--- src/qf2h_pkg.sv ---
package qf2h_pkg;

	localparam int NDIGS = 29;
	localparam int SIG_W = 4 * NDIGS;

	localparam logic [14:0] EXP_ALL_ONES = 15'h7fff;
	localparam logic signed [15:0] EXP_BIAS = 16'sd16383;
	localparam logic signed [15:0] EXP_DENORM = -16'sd16382;
	localparam logic signed [15:0] EXP_SPECIAL = 16'sd16384;

	localparam logic [4:0] PREC_MAX = 5'd28;
	localparam logic [7:0] PREC_LIMIT = 8'd28;

	localparam logic [3:0] NIB_HALF = 4'h8;
	localparam logic [3:0] NIB_NINE = 4'h9;
	localparam logic [6:0] CHAR_ZERO = 7'h30;
	localparam logic [6:0] CHAR_UPPER_BASE = 7'h37;
	localparam logic [6:0] CHAR_LOWER_BASE = 7'h57;

	typedef struct packed {
		logic [SIG_W-1:0] sig;
		logic neg;
		logic nan;
		logic inf;
		logic upper;
		logic signed [15:0] exp;
		logic [4:0] dap;
	} desc_t;

	typedef struct packed {
		logic [SIG_W-1:0] sig;
		logic neg;
		logic nan;
		logic inf;
		logic upper;
		logic signed [15:0] exp;
		logic [4:0] prec;
		logic [4:0] dap;
		logic round_en;
		logic up;
	} front_t;

	function automatic logic [3:0] nibble_at(logic [SIG_W-1:0] sig, logic [4:0] idx);
		logic [3:0] v;
		v = 4'h0;
		for (int d = 0; d < NDIGS; d++) begin
			if (idx == 5'(d)) begin
				v = sig[4*(NDIGS-1-d) +: 4];
			end
		end
		return v;
	endfunction

endpackage

--- src/qf2h_in_if.sv ---
interface qf2h_in_if;
	logic valid;
	logic ready;
	logic [63:0] value_high;
	logic [63:0] value_low;
	logic signed [8:0] precision;
	logic upper_case;

	modport source(output valid, value_high, value_low, precision, upper_case, input ready);
	modport sink(input valid, value_high, value_low, precision, upper_case, output ready);
endinterface

--- src/qf2h_out_if.sv ---
interface qf2h_out_if;
	logic valid;
	logic ready;
	logic digit_valid;
	logic [4:0] digit_index;
	logic [6:0] digit_char;
	logic is_negative;
	logic is_nan;
	logic is_infinite;
	logic signed [15:0] exponent_out;
	logic [4:0] digits_after_point;
	logic last;

	modport source(output valid, digit_valid, digit_index, digit_char, is_negative, is_nan,
		is_infinite, exponent_out, digits_after_point, last, input ready);
	modport sink(input valid, digit_valid, digit_index, digit_char, is_negative, is_nan,
		is_infinite, exponent_out, digits_after_point, last, output ready);
endinterface

--- src/qf2h_front.sv ---
module qf2h_front (
	input  logic clk,
	input  logic arst_n,
	qf2h_in_if.sink request,
	output logic push_valid,
	input  logic push_ready,
	output qf2h_pkg::desc_t push_data
);
	import qf2h_pkg::*;

	logic v_s1;
	front_t f_s1;
	front_t f_d;

	always_comb begin
		logic [14:0] efield;
		logic frac_nz;
		logic [SIG_W-1:0] sig;
		logic [3:0] nib;
		logic [3:0] first;
		logic rest;
		logic lsb;
		logic [4:0] lastnz;
		logic [4:0] prec;
		logic [4:0] full_prec;
		logic [5:0] next_pos;
		efield = request.value_high[62:48];
		frac_nz = (request.value_high[47:0] != 48'd0) || (request.value_low != 64'd0);
		sig = {3'b000, efield != 15'd0, request.value_high[47:0], request.value_low};
		f_d.sig = sig;
		f_d.neg = request.value_high[63];
		f_d.upper = request.upper_case;
		f_d.nan = (efield == EXP_ALL_ONES) && frac_nz;
		f_d.inf = (efield == EXP_ALL_ONES) && !frac_nz;
		if (efield != 15'd0) begin
			f_d.exp = signed'({1'b0, efield}) - EXP_BIAS;
		end else if (frac_nz) begin
			f_d.exp = EXP_DENORM;
		end else begin
			f_d.exp = 16'sd0;
		end
		f_d.round_en = !request.precision[8] && (request.precision[7:0] < PREC_LIMIT);
		if (request.precision[8]) begin
			prec = 5'd0;
		end else if (f_d.round_en) begin
			prec = request.precision[4:0];
		end else begin
			prec = PREC_MAX;
		end
		next_pos = {1'b0, prec} + 6'd1;
		first = 4'h0;
		rest = 1'b0;
		lsb = 1'b0;
		lastnz = 5'd0;
		for (int d = 0; d < NDIGS; d++) begin
			nib = sig[4*(NDIGS-1-d) +: 4];
			if (6'(d) == next_pos) begin
				first = nib;
			end
			if ((6'(d) > next_pos) && (nib != 4'h0)) begin
				rest = 1'b1;
			end
			if (5'(d) == prec) begin
				lsb = nib[0];
			end
			if (nib != 4'h0) begin
				lastnz = 5'(d);
			end
		end
		f_d.up = f_d.round_en && ((first > NIB_HALF) || ((first == NIB_HALF) && (rest || lsb)));
		f_d.prec = prec;
		if (f_d.round_en || (lastnz <= prec)) begin
			full_prec = prec;
		end else begin
			full_prec = lastnz;
		end
		f_d.dap = (efield == EXP_ALL_ONES) ? prec : full_prec;
	end

	assign request.ready = !v_s1 || push_ready;

	always_ff @(posedge clk or negedge arst_n) begin
		if (!arst_n) begin
			v_s1 <= 1'b0;
		end else if (request.ready) begin
			v_s1 <= request.valid;
		end
	end

	always_ff @(posedge clk) begin
		if (request.valid && request.ready) begin
			f_s1 <= f_d;
		end
	end

	always_comb begin
		logic [SIG_W-1:0] keep;
		logic [SIG_W-1:0] inc;
		keep = '0;
		inc = '0;
		for (int d = 0; d < NDIGS; d++) begin
			if (5'(d) <= f_s1.prec) begin
				keep[4*(NDIGS-1-d) +: 4] = 4'hf;
			end
			if ((5'(d) == f_s1.prec) && f_s1.up) begin
				inc[4*(NDIGS-1-d)] = 1'b1;
			end
		end
		push_data.sig = f_s1.round_en ? ((f_s1.sig & keep) + inc) : f_s1.sig;
		push_data.neg = f_s1.neg;
		push_data.nan = f_s1.nan;
		push_data.inf = f_s1.inf;
		push_data.upper = f_s1.upper;
		push_data.exp = f_s1.exp;
		push_data.dap = f_s1.dap;
	end

	assign push_valid = v_s1;

endmodule

--- src/qf2h_queue.sv ---
module qf2h_queue #(
	parameter int DEPTH = 2
) (
	input  logic clk,
	input  logic arst_n,
	input  logic push_valid,
	output logic push_ready,
	input  qf2h_pkg::desc_t push_data,
	output logic head_valid,
	input  logic pop,
	output qf2h_pkg::desc_t head_data
);
	import qf2h_pkg::*;

	localparam int PTR_W = (DEPTH > 1) ? $clog2(DEPTH) : 1;
	localparam int CNT_W = $clog2(DEPTH + 1);

	desc_t entries_q [DEPTH];
	logic [PTR_W-1:0] wr_ptr_q;
	logic [PTR_W-1:0] rd_ptr_q;
	logic [CNT_W-1:0] count_q;
	logic do_push;
	logic do_pop;

	assign push_ready = (count_q != CNT_W'(DEPTH));
	assign head_valid = (count_q != '0);
	assign do_push = push_valid && push_ready;
	assign do_pop = pop && head_valid;
	assign head_data = entries_q[rd_ptr_q];

	always_ff @(posedge clk or negedge arst_n) begin
		if (!arst_n) begin
			wr_ptr_q <= '0;
			rd_ptr_q <= '0;
			count_q <= '0;
		end else begin
			if (do_push) begin
				wr_ptr_q <= (wr_ptr_q == PTR_W'(DEPTH - 1)) ? '0 : wr_ptr_q + PTR_W'(1);
			end
			if (do_pop) begin
				rd_ptr_q <= (rd_ptr_q == PTR_W'(DEPTH - 1)) ? '0 : rd_ptr_q + PTR_W'(1);
			end
			if (do_push && !do_pop) begin
				count_q <= count_q + CNT_W'(1);
			end else if (do_pop && !do_push) begin
				count_q <= count_q - CNT_W'(1);
			end
		end
	end

	always_ff @(posedge clk) begin
		if (do_push) begin
			entries_q[wr_ptr_q] <= push_data;
		end
	end

endmodule

--- src/qf2h_back.sv ---
module qf2h_back (
	input  logic clk,
	input  logic arst_n,
	input  logic head_valid,
	input  qf2h_pkg::desc_t head_data,
	output logic pop,
	qf2h_out_if.source result
);
	import qf2h_pkg::*;

	logic out_v_q;
	logic [4:0] idx_q;
	logic load;
	logic special;
	logic last_now;
	logic [3:0] nib;
	logic [6:0] ch;

	assign load = !out_v_q || result.ready;
	assign special = head_data.nan || head_data.inf;
	assign last_now = special || (idx_q == head_data.dap);
	assign pop = load && head_valid && last_now;
	assign nib = nibble_at(head_data.sig, idx_q);

	always_comb begin
		if (nib <= NIB_NINE) begin
			ch = CHAR_ZERO + 7'(nib);
		end else if (head_data.upper) begin
			ch = CHAR_UPPER_BASE + 7'(nib);
		end else begin
			ch = CHAR_LOWER_BASE + 7'(nib);
		end
	end

	always_ff @(posedge clk or negedge arst_n) begin
		if (!arst_n) begin
			out_v_q <= 1'b0;
			idx_q <= 5'd0;
		end else if (load) begin
			out_v_q <= head_valid;
			if (head_valid) begin
				idx_q <= last_now ? 5'd0 : idx_q + 5'd1;
			end
		end
	end

	always_ff @(posedge clk) begin
		if (load && head_valid) begin
			result.digit_valid <= !special;
			result.digit_index <= special ? 5'd0 : idx_q;
			result.digit_char <= special ? 7'd0 : ch;
			result.is_negative <= head_data.neg;
			result.is_nan <= head_data.nan;
			result.is_infinite <= head_data.inf;
			result.exponent_out <= special ? EXP_SPECIAL : head_data.exp;
			result.digits_after_point <= head_data.dap;
			result.last <= last_now;
		end
	end

	assign result.valid = out_v_q;

endmodule

--- src/quad_float_to_hex_digits.sv ---
// Channel   Direction  Payload
// request   in         value_high, value_low, precision, upper_case
// result    out        one hex digit with sign, class, exponent and count flags
//
// Each request yields one to 29 result transactions, one per cycle while result.ready is
// held high; the digit sequencer in the back end emits them, and NaN or infinity gives one.
// A request passes the front-end stage register, a queue entry and the output register.
// Reset is asynchronous and clears the valid flags, the queue count and the digit counter.
// A stalled result holds in the output register; the front end keeps accepting until the
// queue and its own stage register are both full.
module quad_float_to_hex_digits #(
	parameter int QUEUE_DEPTH = 2
) (
	input  logic clk,
	input  logic arst_n,
	qf2h_in_if.sink request,
	qf2h_out_if.source result
);
	import qf2h_pkg::*;

	logic push_valid;
	logic push_ready;
	desc_t push_data;
	logic head_valid;
	logic pop;
	desc_t head_data;

	qf2h_front u_front (
		.clk(clk),
		.arst_n(arst_n),
		.request(request),
		.push_valid(push_valid),
		.push_ready(push_ready),
		.push_data(push_data)
	);

	qf2h_queue #(.DEPTH(QUEUE_DEPTH)) u_queue (
		.clk(clk),
		.arst_n(arst_n),
		.push_valid(push_valid),
		.push_ready(push_ready),
		.push_data(push_data),
		.head_valid(head_valid),
		.pop(pop),
		.head_data(head_data)
	);

	qf2h_back u_back (
		.clk(clk),
		.arst_n(arst_n),
		.head_valid(head_valid),
		.head_data(head_data),
		.pop(pop),
		.result(result)
	);

	a_special_is_last: assert property (@(posedge clk) disable iff (!arst_n)
		(result.valid && !result.digit_valid) |-> result.last)
		else $error("special value result is not the last transaction");

	a_last_at_count: assert property (@(posedge clk) disable iff (!arst_n)
		(result.valid && result.digit_valid) |->
		((result.digit_index == result.digits_after_point) == result.last))
		else $error("last flag does not match the final digit position");

	a_digit_follows: assert property (@(posedge clk) disable iff (!arst_n)
		(result.valid && result.ready && !result.last) |=>
		(result.valid && (result.digit_index == 5'($past(result.digit_index) + 5'd1))))
		else $error("next digit of the same value did not follow at once");

endmodule

--- src/flat_wrapper.sv ---
// flat-port wrapper written by rule: the top's interface ports become plain ports
module quad_float_to_hex_digits_flat import qf2h_pkg::*;
#(
	parameter int QUEUE_DEPTH = 2
)
  (clk, arst_n, request_valid, request_value_high, request_value_low, request_precision, request_upper_case, request_ready, result_valid, result_digit_valid, result_digit_index, result_digit_char, result_is_negative, result_is_nan, result_is_infinite, result_exponent_out, result_digits_after_point, result_last, result_ready);
  qf2h_in_if request_i ();
  qf2h_out_if result_i ();
  input  logic clk;
  input  logic arst_n;
  input wire logic [$bits(request_i.valid)-1:0] request_valid;
  input wire logic [$bits(request_i.value_high)-1:0] request_value_high;
  input wire logic [$bits(request_i.value_low)-1:0] request_value_low;
  input wire logic [$bits(request_i.precision)-1:0] request_precision;
  input wire logic [$bits(request_i.upper_case)-1:0] request_upper_case;
  output wire logic [$bits(request_i.ready)-1:0] request_ready;
  output wire logic [$bits(result_i.valid)-1:0] result_valid;
  output wire logic [$bits(result_i.digit_valid)-1:0] result_digit_valid;
  output wire logic [$bits(result_i.digit_index)-1:0] result_digit_index;
  output wire logic [$bits(result_i.digit_char)-1:0] result_digit_char;
  output wire logic [$bits(result_i.is_negative)-1:0] result_is_negative;
  output wire logic [$bits(result_i.is_nan)-1:0] result_is_nan;
  output wire logic [$bits(result_i.is_infinite)-1:0] result_is_infinite;
  output wire logic [$bits(result_i.exponent_out)-1:0] result_exponent_out;
  output wire logic [$bits(result_i.digits_after_point)-1:0] result_digits_after_point;
  output wire logic [$bits(result_i.last)-1:0] result_last;
  input wire logic [$bits(result_i.ready)-1:0] result_ready;
  assign request_i.valid = request_valid;
  assign request_i.value_high = request_value_high;
  assign request_i.value_low = request_value_low;
  assign request_i.precision = request_precision;
  assign request_i.upper_case = request_upper_case;
  assign request_ready = request_i.ready;
  assign result_valid = result_i.valid;
  assign result_digit_valid = result_i.digit_valid;
  assign result_digit_index = result_i.digit_index;
  assign result_digit_char = result_i.digit_char;
  assign result_is_negative = result_i.is_negative;
  assign result_is_nan = result_i.is_nan;
  assign result_is_infinite = result_i.is_infinite;
  assign result_exponent_out = result_i.exponent_out;
  assign result_digits_after_point = result_i.digits_after_point;
  assign result_last = result_i.last;
  assign result_i.ready = result_ready;
  quad_float_to_hex_digits #(.QUEUE_DEPTH(QUEUE_DEPTH)) u_core (.clk(clk), .arst_n(arst_n), .request(request_i), .result(result_i));
endmodule
--- config.mk ---
export PLATFORM = sky130hd
export DESIGN_NAME = quad_float_to_hex_digits_flat
export DESIGN_NICKNAME = d
export VERILOG_FILES = /design/src/qf2h_pkg.sv /design/src/qf2h_in_if.sv /design/src/qf2h_out_if.sv /design/src/qf2h_front.sv /design/src/qf2h_queue.sv /design/src/qf2h_back.sv /design/src/quad_float_to_hex_digits.sv /design/src/flat_wrapper.sv
export SDC_FILE = /design/constraint.sdc
export NUM_CORES = 1
export LEC_CHECK = 0
export BUFFER_PORTS_ARGS = -buffer_cell sky130_fd_sc_hd__buf_4
export CORE_AREA = 3 3 208 311
export CTS_CLUSTER_DIAMETER = 60
export CTS_CLUSTER_SIZE = 14
export DETAILED_ROUTE_END_ITERATION = 7
export DIE_AREA = 0 0 211 314
export GPL_TIMING_DRIVEN = 0
export PLACE_DENSITY_LB_ADDON = 0.12
export SYNTH_ARGS = -nofsm -noshare
export SYNTH_HDL_FRONTEND = slang
export SYNTH_SLANG_ARGS = --single-unit
--- constraint.sdc ---
create_clock -name clk -period 15.55 [get_ports clk]
set_input_delay 3.11 -clock clk [delete_from_list [all_inputs] [get_ports clk]]
set_output_delay 3.11 -clock clk [all_outputs]
set_load 0.1 [all_outputs]
==> results.sh, run 1 <==
export IMPL_ys_flop_type="edfxtp_1"
export IMPL_r2r_cells=18
export IMPL_synth_async_reset_ratio_pct=2.331
export IMPL_muxShareOfSynthArea_pct=6.235
export IMPL_r2r_slack_ps=8850
export IMPL_fmax_mhz=108.3
export IMPL_overflow=0
export IMPL_synth_xor_xnor_area_share_pct=1.768
export IMPL_setup_violations=0
export IMPL_maxCapViolations=1
export IMPL_period_needed_ps=9231
export IMPL_grt_pass1_wl_um=160800
export IMPL_start_util_pct=43.70
export IMPL_gp_congestion=1.032
export IMPL_hp_class="reg2reg"
export IMPL_status="finished with violations"
export IMPL_synthAdderAreaFrac_pct=2.433
export IMPL_htreeDepth=2
export IMPL_synth_edf_count=461
export IMPL_drive_gt1_share_pct=14.73
export IMPL_synth_cells=2581
export IMPL_vias=23410
export IMPL_finalHoldViolCount=0
export IMPL_cts_setup_buffers=0
export IMPL_grt_usage_pct=33.66
export IMPL_die_y_um=314
export IMPL_p_per_area_nw_per_um2=154.2
export IMPL_synth_nets=2776
export IMPL_worstHoldStart="u_core.u_front.push_data[4]"
export IMPL_final_util_pct=49.94
export IMPL_synth_compound_area_share_pct=16.97
export IMPL_slew_viol_final=0
export IMPL_arrival_ps=9510
export IMPL_synth_avg_cell_area_um2=10.56
export IMPL_ys_seq_area_share_pct=51.81
export IMPL_clock_sinks=472
export IMPL_reg2reg_from="u_core.u_front.f_s1[11]"
export IMPL_grt_pass1_vias=23100
export IMPL_tns_ps=0
export IMPL_synth_simple_gate_area_share_pct=17.75
export IMPL_crit_path_max_fanout=10
export IMPL_core_region_area_um2=62360
export IMPL_crit_top_cell="nand2_1"
export IMPL_synth_area_um2=27250
export IMPL_tritoncts="built"
export IMPL_post_dp_hpwl_um=91560
export IMPL_cts_root_buf="clkbuf_16"
export IMPL_path_clk_slew_ps=70
export IMPL_ctsHoldBuffers=0
export IMPL_layout_nets=3012
export IMPL_antenna_cells=0
export IMPL_synth_top_family_by_area="simple AND/OR/NAND/NOR gates"
export IMPL_dr_first_iter_drc_count=2537
export IMPL_fp_row_count=112
export IMPL_die_w_um=211
export IMPL_ys_ff_latch=472
export IMPL_rsz0062_at_grt="false"
export IMPL_vdd_drop_max_mv=0.1323
export IMPL_cts_buffers=42
export IMPL_path_class="in2reg"
export IMPL_area_growth_pct=14.27
export IMPL_max_clock_path_buffers=3
export IMPL_wl_per_cell_um=31.37
export IMPL_dieArea_um2=66250
export IMPL_routed_wl_um=114200
export IMPL_rr_endpoint="u_core.u_queue.entries_q[0][136]"
export IMPL_cp_num_buf_inv=5
export IMPL_grt_max_degree=66
export IMPL_ant_nets=0
export IMPL_antenna_found_initial=0
export IMPL_crit_chain="buf_4 -> nor4_4 -> and2_1 -> nand2_1 -> inv_1 -> ha_1 -> o21ai_0 -> nand2_1 -> buf_2 -> buf_1 -> clkbuf_1 -> o22ai_1 -> a222oi_1 -> a221oi_1 -> a2111oi_0 -> a21oi_1"
export IMPL_min_delay_path_depth=0
export IMPL_drt_pass1_iter_count=8
export IMPL_boundaryPins=182
export IMPL_power_leakage_nw=11.41
export IMPL_worstMarginPinSlew_ps=1485
export IMPL_final_cell_mix="edfxtp_1, nand2_1, buf_4"
export IMPL_clkLatencyLatePin_ps=600
export IMPL_holdPathEnd="u_core.u_queue.entries_q[1][4]"
export IMPL_relSlewSlack_pct=0.2338
export IMPL_max_stage_delay_ps=720
export IMPL_remaining_drc_errors=0
export IMPL_final_area_um2=31140
export IMPL_dpl_instance_area_um2=29860
export IMPL_critPathRequiredTime_ps=15830
export IMPL_violations="max-capacitance violations"
export IMPL_fin_worst_skew_ps=30.70
export IMPL_yosysWarnings=0
export IMPL_cp_start_kind="input pin"
export IMPL_port_buffers=181
export IMPL_worstSetupEndpointType="register"
export IMPL_crit_family="buffers and inverters"
export IMPL_cp_slowest_cell="buf_1"
export IMPL_final_common_cell="edfxtp_1"
export IMPL_synth_distinct_cells=109
export IMPL_via_per_inst=6.427
export IMPL_ctsResizeCount=0
export IMPL_post_route_period_util_pct=59.36
worst max-delay path by stage:
stage	slack, ps	start	endpoint	depth (start not counted)
after global placement	5070	u_core.u_queue.count_q[0]	u_core.u_queue.entries_q[0][125]	3
after floorplan	8500	u_core.u_queue.count_q[0]	u_core.u_queue.entries_q[0][0]	3
after detailed placement	6010	request_precision[8]	u_core.u_front.f_s1[0]	16
final	6320	request_precision[8]	u_core.u_front.f_s1[0]	16
after CTS	6610	request_precision[8]	u_core.u_front.f_s1[0]	16
after global routing	6330	request_precision[8]	u_core.u_front.f_s1[0]	16
where the power goes:
part,leakage [nW],internal [W],total (W),switching (W)
clock,0.609,0.000532,0.00100,0.000471
combinational,6.28,0.000508,0.00181,0.00130
sequential,4.52,0.00186,0.00199,0.000138
total,11.4,0.00290,0.00480,0.00191
cell type report:
type / instances / area (µm²)
buffer: 131 / 604.3
clock buffer: 62 / 1136
clock inverter: 9 / 143.9
fill: 5628 / 31220
inverter: 59 / 221.5
multi-input combinational: 1919 / 12340
sequential: 472 / 14120
tap: 798 / 998.5
timing repair buffer: 192 / 1577
flip-flops by register name (all words and copies together), names as in the netlist, 2 cells and up:
name                                     cells
u_core.u_back.idx_q                          5
u_core.u_front.push_data                    25
u_core.u_queue.entries_q                   278
u_core.u_queue.count_q                       2
u_core.u_back.result.digits_after_point      5
u_core.u_back.result.digit_index             5
u_core.u_back.result.digit_char              7
u_core.u_back.result.exponent_out           16
u_core.u_front.f_s1                        120
Yosys cell counts (8+ instances only):
master / number / area (µm²)
a211o_1: 9 / 78.83
a211oi_1: 24 / 180.2
a21o_1: 25 / 187.7
a21oi_1: 164 / 820.8
a22o_1: 12 / 105.1
a22oi_1: 9 / 67.56
a31o_2: 15 / 131.4
a31oi_1: 40 / 250.2
and2_1: 38 / 237.7
and3_1: 68 / 425.4
and4_1: 8 / 70.07
buf_2: 27 / 135.1
buf_4: 17 / 127.6
clkbuf_1: 78 / 292.8
dfrtp_1: 11 / 275.3
edfxtp_1: 461 / 13840
ha_1: 53 / 663.1
inv_1: 53 / 198.9
mux2_2: 50 / 563.0
mux2i_1: 112 / 1121
nand2_1: 245 / 919.6
nand2b_1: 18 / 112.6
nand3_1: 124 / 620.6
nand4_1: 34 / 212.7
nor2_1: 191 / 716.9
nor2b_1: 20 / 125.1
nor3_1: 80 / 400.4
nor4_1: 32 / 200.2
o211ai_1: 19 / 142.6
o21a_1: 16 / 120.1
o21ai_0: 163 / 815.8
o221ai_1: 11 / 96.34
o22ai_1: 18 / 112.6
o31ai_1: 34 / 255.2
o41ai_1: 9 / 78.83
or2_2: 16 / 100.1
or3_1: 17 / 106.4
or4_1: 16 / 120.1
xnor2_1: 27 / 236.5
xor2_1: 28 / 245.2
worst register-to-register path, cell delays in order, from the launching register on:
cell and delay, ps:
edfxtp_1 400, buf_2 310, buf_2 400, buf_2 370, clkbuf_1 620, nand2b_1 280
nor3_1 460, ha_1 280, nand4_1 300, a2111oi_2 380, a21oi_1 110, o41ai_2 480
o211ai_1 330, a21oi_1 500, nor3_1 160, nor2_1 360, a31o_2 300, a31oi_1 100
a211o_1 330
cell families (layout without fill, tap and decap cells):
group	after synthesis	after routing
muxes	163	163
DFF	472	472
buffers and inverters	190	453
xor gates and xnor gates	55	55
adders and majority gates	53	53
and+or+nand+nor	954	954
AOI/OAI and AO/OA	694	694
through the flow:
stage / cells / hold WS [ps] / setup slack (ps) / power, W
floorplan: 2581 / 421.5 / 8502 / 0.003195
global placement: 3560 / 422.3 / 5069 / 0.003826
detailed placement: 3571 / 431.7 / 6006 / 0.003813
CTS: 3642 / 447.0 / 6613 / 0.004816
global route: 3642 / 453.3 / 6325 / 0.004979
finish: 3642 / 449.2 / 6319 / 0.004803
metal layers:
layer / up-vias / wire length [µm] / GRT usage [%]
met2: 1284 / 55070 / 57.38
met5: - / 0 / 0
met4: 0 / 11160 / 26.44
met3: 410 / 7078 / 4.207
met1: 11250 / 40930 / 38.08
li1: 10460 / - / -
(Power assumes the default switching activity.)
==> run 2: changes to the inputs <==
==> constraint.sdc (replaced) <==
create_clock -name clk -period 8.31 [get_ports clk]
set_input_delay 1.662 -clock clk [delete_from_list [all_inputs] [get_ports clk]]
set_output_delay 1.662 -clock clk [all_outputs]
set_load 0.1 [all_outputs]
==> results.sh, run 2 (same netlist as run 1, synthesis figures left out) <==
export IMPL_fin_worst_skew_ps=29.80
export IMPL_die_w_um=211
export IMPL_rr_endpoint="u_core.u_queue.entries_q[0][136]"
export IMPL_boundaryPins=182
export IMPL_remaining_drc_errors=0
export IMPL_largest_register="u_core.u_queue.entries_q"
export IMPL_power_frac_seq_pct=41.6
export IMPL_cts_setup_buffers=0
export IMPL_worstSetupEndpointType="register"
export IMPL_p_switching_w=0.003563
export IMPL_fp_row_count=112
export IMPL_crit_top_cell="clkbuf_1"
export IMPL_routed_wl_um=114200
export IMPL_crit_chain="buf_4 -> nor4_4 -> and2_1 -> nand2_1 -> inv_1 -> ha_1 -> or3_1 -> and2_1 -> clkbuf_1 -> clkbuf_1 -> clkbuf_1 -> o21ai_0 -> o31ai_1 -> nand3_1 -> a21oi_1 -> a2111oi_0 -> a21oi_1"
export IMPL_arrival_ps=8090
export IMPL_crit_family="buffers and inverters"
export IMPL_grt_pass1_vias=23080
export IMPL_maxCapViolations=1
export IMPL_drt_pass1_iter_count=8
export IMPL_cp_start_kind="input pin"
export IMPL_fmax_mhz=129.2
export IMPL_overflow=0
export IMPL_min_delay_path_depth=0
export IMPL_cp_slowest_cell="clkbuf_1"
export IMPL_clockPowerShare_pct=20.9
export IMPL_via_per_inst=6.415
export IMPL_path_class="in2reg"
export IMPL_p_per_area_nw_per_um2=288.5
export IMPL_cts_buffers=42
export IMPL_status="finished with violations"
export IMPL_critPathRequiredTime_ps=8660
export IMPL_antenna_found_initial=0
export IMPL_finalHoldViolCount=0
export IMPL_final_cell_mix="edfxtp_1, nand2_1, buf_4"
export IMPL_start_util_pct=43.70
export IMPL_p_sw_share_pct=39.66
export IMPL_holdPathEnd="u_core.u_queue.entries_q[1][15]"
export IMPL_worstHoldStart="u_core.u_front.push_data[15]"
export IMPL_final_util_pct=49.94
export IMPL_post_dp_hpwl_um=91560
export IMPL_clock_sinks=472
export IMPL_r2r_slack_ps=1580
export IMPL_antenna_cells=0
export IMPL_dieArea_um2=66250
export IMPL_tritoncts="built"
export IMPL_reg2reg_from="u_core.u_front.f_s1[11]"
export IMPL_p_int_w=0.005420
export IMPL_vdd_drop_max_mv=0.2473
export IMPL_power_leakage_nw=11.41
export IMPL_vias=23370
export IMPL_violations="max-capacitance violations"
export IMPL_whs_ps=448.7
export IMPL_comb_power_share_pct=37.6
export IMPL_drive_gt1_share_pct=14.73
export IMPL_core_region_area_um2=62360
export IMPL_relSlewSlack_pct=1.571
export IMPL_path_clk_slew_ps=70
export IMPL_r2r_cells=18
export IMPL_period_needed_ps=7737
export IMPL_cp_num_buf_inv=5
export IMPL_dr_first_iter_drc_count=2568
export IMPL_post_route_period_util_pct=93.11
export IMPL_largest_reg_flops=278
export IMPL_layout_nets=3012
export IMPL_setup_violations=0
export IMPL_wl_per_cell_um=31.35
export IMPL_port_buffers=181
export IMPL_final_common_cell="edfxtp_1"
export IMPL_max_clock_path_buffers=3
export IMPL_worstMarginPinSlew_ps=1465
export IMPL_slew_viol_final=0
export IMPL_crit_path_max_fanout=10
export IMPL_ant_nets=0
export IMPL_ctsResizeCount=0
export IMPL_hp_class="reg2reg"
export IMPL_htreeDepth=2
export IMPL_gp_congestion=1.032
export IMPL_rsz0062_at_grt="false"
export IMPL_die_y_um=314
export IMPL_max_stage_delay_ps=720
export IMPL_clkLatencyLatePin_ps=590
export IMPL_grt_max_degree=66
export IMPL_area_growth_pct=14.27
export IMPL_ctsHoldBuffers=0
export IMPL_grt_usage_pct=33.68
export IMPL_grt_pass1_wl_um=160900
export IMPL_cts_root_buf="clkbuf_16"
-- run 2: cell type report --
type                            instances  area [µm²]
Timing Repair Buffer                  192        1577
Fill cell                            5628       31220
Buffer                                131       604.3
Multi-Input combinational cell       1919       12340
Sequential cell                       472       14120
Clock inverter                          9       143.9
Clock buffer                           62        1136
Inverter                               59       221.5
Tap cell                              798       998.5
-- run 2: per-layer routing --
layer	share of wire [%]	vias up	global-route usage [%]
met5	0	-	0
met4	9.5	0	26.05
met3	6.1	401	4.217
met2	48	1299	57.57
met1	36	11210	38.13
li1	-	10460	-
-- run 2: worst max path at each step --
stage	start	slack, ps	endpoint	depth (start not counted)
after floorplan	u_core.u_queue.count_q[0]	1260	u_core.u_queue.entries_q[0][0]	3
after global placement	u_core.u_queue.count_q[0]	-2170	u_core.u_queue.entries_q[0][125]	3
after detailed placement	request_precision[8]	210	u_core.u_front.f_s1[0]	16
after CTS	request_precision[8]	820	u_core.u_front.f_s1[0]	16
after global routing	request_precision[8]	530	u_core.u_front.f_s1[0]	16
final	request_precision[8]	570	u_core.u_front.f_s1[0]	17
-- run 2: power groups by stage --
stage | Sequential, W | Clock (W) | Combinational (W)
6_report | 0.00373 | 0.00187 | 0.00338
5_1_grt | 0.00378 | 0.00199 | 0.00354
4_1_cts | 0.00373 | 0.00191 | 0.00337
3_5_place_dp | 0.00377 | 0 | 0.00336
3_3_place_gp | 0.00392 | 0 | 0.00324
2_1_floorplan | 0.00440 | 0 | 0.00158
-- run 2: stage by stage --
stage	instance area, µm²	setup TNS [ps]	total power (W)	std cells	worst slack, ps
final	31140	0	0.008983	3642	572.9
after global routing	31140	0	0.009316	3642	533.2
after detailed placement	29860	0	0.007135	3571	213.6
after CTS	31140	0	0.009012	3642	821.5
after global placement	29610	-298810	0.007159	3560	-2171
after floorplan	27250	0	0.005978	2581	1262
